[src/design/sge_pkg.sv]
// Package for second_greater_element: widths, sequencer states, compare result type.
// Used by every module of the block; depends on nothing.
`timescale 1ns / 1ps

package sge_pkg;

  localparam int DATA_W      = 32;
  localparam int POS_W       = 6;
  localparam int DEF_MAX_LEN = 64;

  // Sequencer states
  typedef enum logic [2:0] {
    ST_LOAD,
    ST_HERE_RD,
    ST_HERE_LAT,
    ST_SCAN,
    ST_EMIT
  } state_t;

  // Result of one compare step
  typedef struct packed {
    logic greater;  // candidate strictly above the reference value
    logic second;   // this is the second such candidate
  } cmp_res_t;

endpackage

[src/design/sge_mem.sv]
// Value store of second_greater_element: one write port, one registered read port.
// Depends on sge_pkg for the data width and the default depth.
`timescale 1ns / 1ps

module sge_mem #(
  parameter int DEPTH = sge_pkg::DEF_MAX_LEN,
  parameter int AW    = $clog2(DEPTH)
) (
  input  logic                       clk,
  input  logic                       wr_en,
  input  logic [AW-1:0]              wr_addr,
  input  logic [sge_pkg::DATA_W-1:0] wr_data,
  input  logic                       rd_en,
  input  logic [AW-1:0]              rd_addr,
  output logic [sge_pkg::DATA_W-1:0] rd_data
);

  logic [sge_pkg::DATA_W-1:0] mem [DEPTH];
  logic [sge_pkg::DATA_W-1:0] rd_data_r;

  // Write port
  always_ff @(posedge clk) begin
    if (wr_en) begin
      mem[wr_addr] <= wr_data;
    end
  end

  // Registered read port
  always_ff @(posedge clk) begin
    if (rd_en) begin
      rd_data_r <= mem[rd_addr];
    end
  end

  assign rd_data = rd_data_r;

endmodule

[src/design/sge_cmp.sv]
// Shared compare unit: signed greater-than of a candidate against the reference
// value, plus detection of the second hit. Depends on sge_pkg.
`timescale 1ns / 1ps

module sge_cmp (
  input  logic [sge_pkg::DATA_W-1:0] cand,
  input  logic [sge_pkg::DATA_W-1:0] here,
  input  logic                       first_seen,
  output sge_pkg::cmp_res_t          res
);

  // Signed compare; equal values never count
  always_comb begin
    res.greater = $signed(cand) > $signed(here);
    res.second  = res.greater && first_seen;
  end

endmodule

[src/design/second_greater_element.sv]
// Top level of second_greater_element: load sequencer, scan sequencer, output register.
// Depends on sge_pkg, sge_mem and sge_cmp.
//
//  channel  | ports                                  | moves
//  ---------+----------------------------------------+-------------------------------
//  in       | in_valid/in_ready, in_sample_value,    | one value per transaction
//           | in_end_of_sequence                     |
//  out      | out_valid/out_ready, out_position,     | one result per stored position
//           | out_second_greater, out_found, ...     |
//
// Loading accepts one value per transaction; in_ready is high only while loading.
// Each result comes from a scan of the values stored after its position, in which
// one memory read port feeds one comparator, one word a cycle.
// A stalled result holds in the output registers; nothing else advances meanwhile.
// rst_n is synchronous, active low, and returns the block to an empty load state.
`timescale 1ns / 1ps

module second_greater_element #(
  parameter int MAX_LEN = sge_pkg::DEF_MAX_LEN
) (
  input  logic                              clk,
  input  logic                              rst_n,
  input  logic                              in_valid,
  output logic                              in_ready,
  input  logic signed [sge_pkg::DATA_W-1:0] in_sample_value,
  input  logic                              in_end_of_sequence,
  output logic                              out_valid,
  input  logic                              out_ready,
  output logic        [sge_pkg::POS_W-1:0]  out_position,
  output logic signed [sge_pkg::DATA_W-1:0] out_second_greater,
  output logic                              out_found,
  output logic                              out_overflowed,
  output logic                              out_final_result
);

  localparam int CW = $clog2(MAX_LEN + 1);
  localparam int AW = $clog2(MAX_LEN);
  localparam logic [CW-1:0] CAP = CW'(MAX_LEN);

  sge_pkg::state_t state_r, state_nxt;
  logic [CW-1:0] cnt_r, cnt_nxt;
  logic          ovf_r, ovf_nxt;
  logic [CW-1:0] i_r, i_nxt;
  logic [CW-1:0] k_r, k_nxt;
  logic          pend_r, pend_nxt;
  logic          hit_r, hit_nxt;
  logic [sge_pkg::DATA_W-1:0] here_r, here_nxt;
  logic [sge_pkg::DATA_W-1:0] res_r, res_nxt;
  logic          found_r, found_nxt;

  logic                       mem_we;
  logic                       mem_re;
  logic [AW-1:0]              mem_ra;
  logic [sge_pkg::DATA_W-1:0] mem_rd;
  sge_pkg::cmp_res_t          cmp;
  logic                       is_final;

  sge_mem #(
    .DEPTH (MAX_LEN),
    .AW    (AW)
  ) u_mem (
    .clk     (clk),
    .wr_en   (mem_we),
    .wr_addr (cnt_r[AW-1:0]),
    .wr_data (in_sample_value),
    .rd_en   (mem_re),
    .rd_addr (mem_ra),
    .rd_data (mem_rd)
  );

  sge_cmp u_cmp (
    .cand       (mem_rd),
    .here       (here_r),
    .first_seen (hit_r),
    .res        (cmp)
  );

  assign is_final = (i_r + CW'(1)) == cnt_r;

  // State and control registers
  always_ff @(posedge clk) begin
    if (!rst_n) begin
      state_r <= sge_pkg::ST_LOAD;
      cnt_r   <= '0;
      ovf_r   <= 1'b0;
      i_r     <= '0;
      k_r     <= '0;
      pend_r  <= 1'b0;
      hit_r   <= 1'b0;
    end else begin
      state_r <= state_nxt;
      cnt_r   <= cnt_nxt;
      ovf_r   <= ovf_nxt;
      i_r     <= i_nxt;
      k_r     <= k_nxt;
      pend_r  <= pend_nxt;
      hit_r   <= hit_nxt;
    end
  end

  // Payload registers
  always_ff @(posedge clk) begin
    here_r  <= here_nxt;
    res_r   <= res_nxt;
    found_r <= found_nxt;
  end

  // Sequencer: next state, memory control, datapath updates
  always_comb begin
    state_nxt = state_r;
    cnt_nxt   = cnt_r;
    ovf_nxt   = ovf_r;
    i_nxt     = i_r;
    k_nxt     = k_r;
    pend_nxt  = pend_r;
    hit_nxt   = hit_r;
    here_nxt  = here_r;
    res_nxt   = res_r;
    found_nxt = found_r;
    mem_we    = 1'b0;
    mem_re    = 1'b0;
    mem_ra    = k_r[AW-1:0];

    unique case (state_r)
      sge_pkg::ST_LOAD: begin
        if (in_valid) begin
          if (cnt_r < CAP) begin
            mem_we  = 1'b1;
            cnt_nxt = cnt_r + CW'(1);
          end else begin
            ovf_nxt = 1'b1;  // full: drop the value
          end
          if (in_end_of_sequence) begin
            i_nxt     = '0;
            state_nxt = sge_pkg::ST_HERE_RD;
          end
        end
      end

      // read the reference value of this position
      sge_pkg::ST_HERE_RD: begin
        mem_re    = 1'b1;
        mem_ra    = i_r[AW-1:0];
        k_nxt     = i_r + CW'(1);
        hit_nxt   = 1'b0;
        res_nxt   = '0;
        found_nxt = 1'b0;
        state_nxt = sge_pkg::ST_HERE_LAT;
      end

      // latch reference, issue first candidate read
      sge_pkg::ST_HERE_LAT: begin
        here_nxt = mem_rd;
        if (k_r < cnt_r) begin
          mem_re   = 1'b1;
          k_nxt    = k_r + CW'(1);
          pend_nxt = 1'b1;
        end else begin
          pend_nxt = 1'b0;
        end
        state_nxt = sge_pkg::ST_SCAN;
      end

      // one candidate compared per cycle while the next is read
      sge_pkg::ST_SCAN: begin
        if (pend_r && cmp.second) begin
          res_nxt   = mem_rd;
          found_nxt = 1'b1;
          pend_nxt  = 1'b0;
          state_nxt = sge_pkg::ST_EMIT;
        end else begin
          if (pend_r && cmp.greater) begin
            hit_nxt = 1'b1;
          end
          if (!pend_r) begin
            state_nxt = sge_pkg::ST_EMIT;
          end else if (k_r < cnt_r) begin
            mem_re = 1'b1;
            k_nxt  = k_r + CW'(1);
          end else begin
            pend_nxt = 1'b0;
          end
        end
      end

      // result waits in the output registers
      sge_pkg::ST_EMIT: begin
        if (out_ready) begin
          if (is_final) begin
            cnt_nxt   = '0;
            ovf_nxt   = 1'b0;
            state_nxt = sge_pkg::ST_LOAD;
          end else begin
            i_nxt     = i_r + CW'(1);
            state_nxt = sge_pkg::ST_HERE_RD;
          end
        end
      end

      default: begin
        state_nxt = sge_pkg::ST_LOAD;
      end
    endcase
  end

  // Ports
  assign in_ready           = (state_r == sge_pkg::ST_LOAD);
  assign out_valid          = (state_r == sge_pkg::ST_EMIT);
  assign out_position       = sge_pkg::POS_W'(i_r);
  assign out_second_greater = res_r;
  assign out_found          = found_r;
  assign out_overflowed     = ovf_r;
  assign out_final_result   = is_final;

endmodule

[config.mk]
export PLATFORM = sky130hd
export DESIGN_NAME = second_greater_element
export DESIGN_NICKNAME = d
export VERILOG_FILES = /design/src/design/sge_pkg.sv /design/src/design/sge_mem.sv /design/src/design/sge_cmp.sv /design/src/design/second_greater_element.sv
export SDC_FILE = /design/constraint.sdc
export NUM_CORES = 2
export LEC_CHECK = 0
export BUFFER_PORTS_ARGS = -buffer_cell sky130_fd_sc_hd__buf_4
export CORE_MARGIN = 2
export CORE_UTILIZATION = 45
export CTS_CLUSTER_SIZE = 14
export DETAILED_ROUTE_END_ITERATION = 10
export GPL_ROUTABILITY_DRIVEN = 0
export PLACE_DENSITY = 0.66
export SLEW_MARGIN = 30
export SYNTH_ARGS = -nofsm -noshare
export SYNTH_HDL_FRONTEND = slang
export SYNTH_SLANG_ARGS = --single-unit
[constraint.sdc]
create_clock -name clk -period 5.41 [get_ports clk]
set_input_delay 0.2705 -clock clk [delete_from_list [all_inputs] [get_ports clk]]
set_output_delay 0.2705 -clock clk [all_outputs]
set_load 0.05 [all_outputs]
==> impl_table.tex <==
\begin{tabular}{lr}
\hline
Metric & Value \\
\hline
\multicolumn{2}{l}{\textbf{Outcome}} \\
Status & finished, final reports clean \\
\multicolumn{2}{l}{\textbf{Clock network}} \\
Total number of H-tree levels & 4 \\
Clock Sinks & 2,172 \\
Post-CTS Repair Setup Buffers & 0 \\
CTS clk-pin slew, worst paths & 0.06 ns \\
Clock Root Buffer & sky130\_fd\_sc\_hd\_\_clkbuf\_16 \\
Clock latency on the worst-skew pair & 0.86 ns \\
Clock tree from TritonCTS & built \\
Number of buffers added by the clock tree synthesis step & 209 \\
Maximum clock path buffer count & 3 \\
\multicolumn{2}{l}{\textbf{Timing}} \\
Number of setup violations in the final report & 0 \\
Fmax & 208 MHz \\
Layout Skew & 0.0625 ns \\
Setup TNS & 0 ns \\
Number of slew-limit violations in the final report & 0 \\
Setup slack of the critical path after layout & 0.605 ns \\
Final worst-path cycle share & 88.8\% \\
Setup repair after global routing missed its margin & no \\
Relative max-transition margin & 28.0\% \\
Worst-margin pin slew & 1.08 ns \\
Final hold viol count & 0 \\
Final period demand of the worst path & 4.80 ns \\
\multicolumn{2}{l}{\textbf{Worst setup path}} \\
Critical Path End Type & register \\
Crit path arrival time & 5.29 ns \\
Worst reg2reg startpoint & state\_r[0] \\
Worst path required time & 5.90 ns \\
Flop2flop setup slack & 0.61 ns \\
Type of the worst setup path & reg2reg \\
FF-to-FF path depth & 10 \\
Kind of start point of the critical path & register \\
Reg2Reg Capture Point & u\_mem.rd\_data[23] \\
Largest driver fanout on the critical path & 27 \\
\multicolumn{2}{l}{\textbf{Yosys}} \\
Sequential share of the synthesized area & 78.3\% \\
Proportion of synthesized flip-flops having asynchronous set or reset & 0\% \\
Library cells used by synthesis & 52 \\
Top area cells in the synthesized netlist & sky130\_fd\_sc\_hd\_\_edfxtp\_1, sky130\_fd\_sc\_hd\_\_mux4\_2, sky130\_fd\_sc\_hd\_\_a22oi\_1 \\
Gate Count Post-Synth & 3,711 \\
Register bit count reported by yosys & 2,172 \\
Net count after synthesis & 3,789 \\
Top flip-flop cell by instance count after synthesis & sky130\_fd\_sc\_hd\_\_edfxtp\_1 \\
Largest area contributor in the synthesized netlist & sky130\_fd\_sc\_hd\_\_edfxtp\_1 \\
Count of flip-flops with a built-in enable after synthesis & 2,145 \\
YS warnings & 0 \\
Mapped Avg Cell Area & 22.4 µm² \\
Area of the mapped netlist & 83,000 µm² \\
Area fraction of the dominant cell type after synthesis & 77.6\% \\
\multicolumn{2}{l}{\textbf{Route}} \\
Post-route antenna net violation count & 0 \\
Highest layer used for signal routing & met5 \\
Detailed Routing Iterations Pass 1 & 6 \\
Wire length reported by the detailed router & 213 mm \\
Final routed wire length divided by cell count & 32.2 µm \\
Length of routed met2 wiring & 104 mm \\
Routed length on met3 & 20.4 mm \\
Detailed-route DRC error count & 0 \\
Average vias per placed instance & 6.19 \\
DRT met1 WL & 83.3 mm \\
Number of design-rule violations left by the first detailed-router iteration & 5,857 \\
Via count & 41,000 \\
\multicolumn{2}{l}{\textbf{Final layout}} \\
Filler Cell Count & 14,100 \\
Sequential Area & 65,000 µm² \\
Share of layout cells above drive strength 1 & 27.3\% \\
\# nets final & 4,073 \\
Multi-input gate area in the final layout & 17,500 µm² \\
Count of non-filler cells in the finished layout & 6,625 \\
Most frequent cells in the layout & sky130\_fd\_sc\_hd\_\_edfxtp\_1, sky130\_fd\_sc\_hd\_\_mux4\_2, sky130\_fd\_sc\_hd\_\_clkbuf\_16, sky130\_fd\_sc\_hd\_\_buf\_4, sky130\_fd\_sc\_hd\_\_a22oi\_1 \\
Synthesis-to-finish area growth & 14.4\% \\
Most common library cell in the layout ignoring fill and taps & sky130\_fd\_sc\_hd\_\_edfxtp\_1 \\
\multicolumn{2}{l}{\textbf{Floorplanning}} \\
Die Wd & 433 µm \\
Boundary Pins & 80 \\
Initial core utilization & 45.3\% \\
Standard cell core area & 183,000 µm² \\
Die extent in y & 433 µm \\
Die Outline Area & 188,000 µm² \\
\# rows & 157 \\
\multicolumn{2}{l}{\textbf{Placed design}} \\
Half-perimeter wire length of the detailed placement result & 122 mm \\
Count of port buffers added during placement & 79 \\
Cell count after placement & 6,213 \\
Worst-case setup slack after placement & 0.676 ns \\
\multicolumn{2}{l}{\textbf{Global route}} \\
Antenna violations before repair & 11 \\
Total routing usage reported by global routing & 22.9\% \\
Wire length of the first global-routing pass & 303 mm \\
Maximum number of pins on one net before global-route repair & 83 \\
Global-route congestion overflow total & 0 \\
Vias in the first global route & 40,600 \\
\multicolumn{2}{l}{\textbf{Min path}} \\
Worst hold path startpoint & in\_sample\_value[15] \\
End point of the worst hold path & u\_mem.mem[0][15] \\
Worst min-delay path class & in2reg \\
Hold path cells & 1 \\
\multicolumn{2}{l}{\textbf{Pwr}} \\
Peak supply drop & 297 µV \\
Power Density & 403 nW/µm² \\
Power after layout & 38.2 mW \\
Cell leakage power & 30.5 nW \\
\multicolumn{2}{l}{\textbf{Job}} \\
\# Max-Cap Violations & 0 \\
\hline
\end{tabular}
critical path, cell delays in order (launching register included):
cell and delay [ns]:
sky130_fd_sc_hd__dfxtp_1 0.47, sky130_fd_sc_hd__inv_2 0.17, sky130_fd_sc_hd__nor3_2 0.59, sky130_fd_sc_hd__mux2i_4 0.45, sky130_fd_sc_hd__buf_12 0.23, sky130_fd_sc_hd__buf_4 0.51
sky130_fd_sc_hd__mux4_2 0.58, sky130_fd_sc_hd__a22oi_1 0.22, sky130_fd_sc_hd__nand2_1 0.20, sky130_fd_sc_hd__a22oi_1 0.65, sky130_fd_sc_hd__o221ai_1 0.32
registers in the layout (all words and copies together), names as in the netlist:
name                flops
hit_r                   1
k_r                     7
here_r                 32
i_r                     7
out_second_greater     32
state_r                 3
out_overflowed          1
cnt_r                   7
out_found               1
u_mem.mem            2048
u_mem.rd_data          32
pend_r                  1
power breakdown:
part	total [mW]	switching (mW)	internal (mW)
combinational	5.21	2.86	2.35
clock	14.1	6.25	7.81
sequential	19.0	0.201	18.8
cells in the mapped netlist, types with 6 or more instances:
cell	n
sky130_fd_sc_hd__inv_1	43
sky130_fd_sc_hd__o221ai_1	33
sky130_fd_sc_hd__clkbuf_1	90
sky130_fd_sc_hd__o21ai_0	13
sky130_fd_sc_hd__nand2b_1	6
sky130_fd_sc_hd__mux2i_1	7
sky130_fd_sc_hd__a221oi_1	65
sky130_fd_sc_hd__buf_6	6
sky130_fd_sc_hd__edfxtp_1	2145
sky130_fd_sc_hd__ha_1	41
sky130_fd_sc_hd__nor3_1	9
sky130_fd_sc_hd__nand2_1	104
sky130_fd_sc_hd__and2_1	34
sky130_fd_sc_hd__nand3_1	28
sky130_fd_sc_hd__dfxtp_1	27
sky130_fd_sc_hd__buf_4	14
sky130_fd_sc_hd__xnor2_1	9
sky130_fd_sc_hd__a21oi_1	17
sky130_fd_sc_hd__mux4_2	512
sky130_fd_sc_hd__buf_2	95
sky130_fd_sc_hd__a22o_1	64
sky130_fd_sc_hd__nand4_1	11
sky130_fd_sc_hd__a22oi_1	160
sky130_fd_sc_hd__nor2_1	107
per-stage QoR:
stage	utilization [%]	hold slack, ns	area [µm²]
after floorplan	-	0.369	83000
after global placement	47.9	0.487	87800
after detailed placement	48.0	0.507	88000
after CTS	51.8	0.000531	94900
after global routing	51.9	0.0457	94900
final	51.9	0.0604	94900
cells by family (layout without fill, tap and decap cells):
kind of cell,Yosys count,count (layout),synth area share (%)
AOI/OAI and AO/OA,388,388,3.68
xor gates and xnor gates,17,17,0.229
adders and majority gates,41,41,0.618
buffers and inverters,250,698,1.39
DFF,2172,2172,78.3
muxes,523,523,14.0
other,0,2,0
and+or+nand+nor,320,320,1.74
worst max path at each step:
stage	cells after the start	slack [ns]	startpoint	end
floorplan	8	0.99	u_mem.rd_data[23]	out_found
global placement	9	0.64	state_r[0]	u_mem.rd_data[14]
detailed placement	10	0.68	state_r[0]	u_mem.rd_data[23]
CTS	10	0.62	state_r[0]	u_mem.rd_data[23]
global route	10	0.40	state_r[0]	u_mem.rd_data[23]
finish	10	0.61	state_r[0]	u_mem.rd_data[23]
layer usage:
metal  GRT usage, %  vias up
met5              0        -
met4           6.60        4
met3           4.56      308
met2           36.4     2255
met1           32.3    22000
li1               -    16400
timing repair:
action	in CTS	in global routing
hold buffers	32	0
gates resized for setup	0	0
hold endpoints to repair	1152	0
layout make-up:
| type | instances | share of cell area, % |
|---|---|---|
| Inverter | 45 | 0.178 |
| Timing Repair Buffer | 278 | 2.84 |
| Clock inverter | 119 | 1.22 |
| Antenna cell | 2 | 0.00527 |
| Tap cell | 2464 | 3.25 |
| Clock buffer | 256 | 5.72 |
| Multi-Input combinational cell | 1289 | 18.4 |
| Sequential cell | 2172 | 68.4 |
Power figures use the tool's default switching activity.
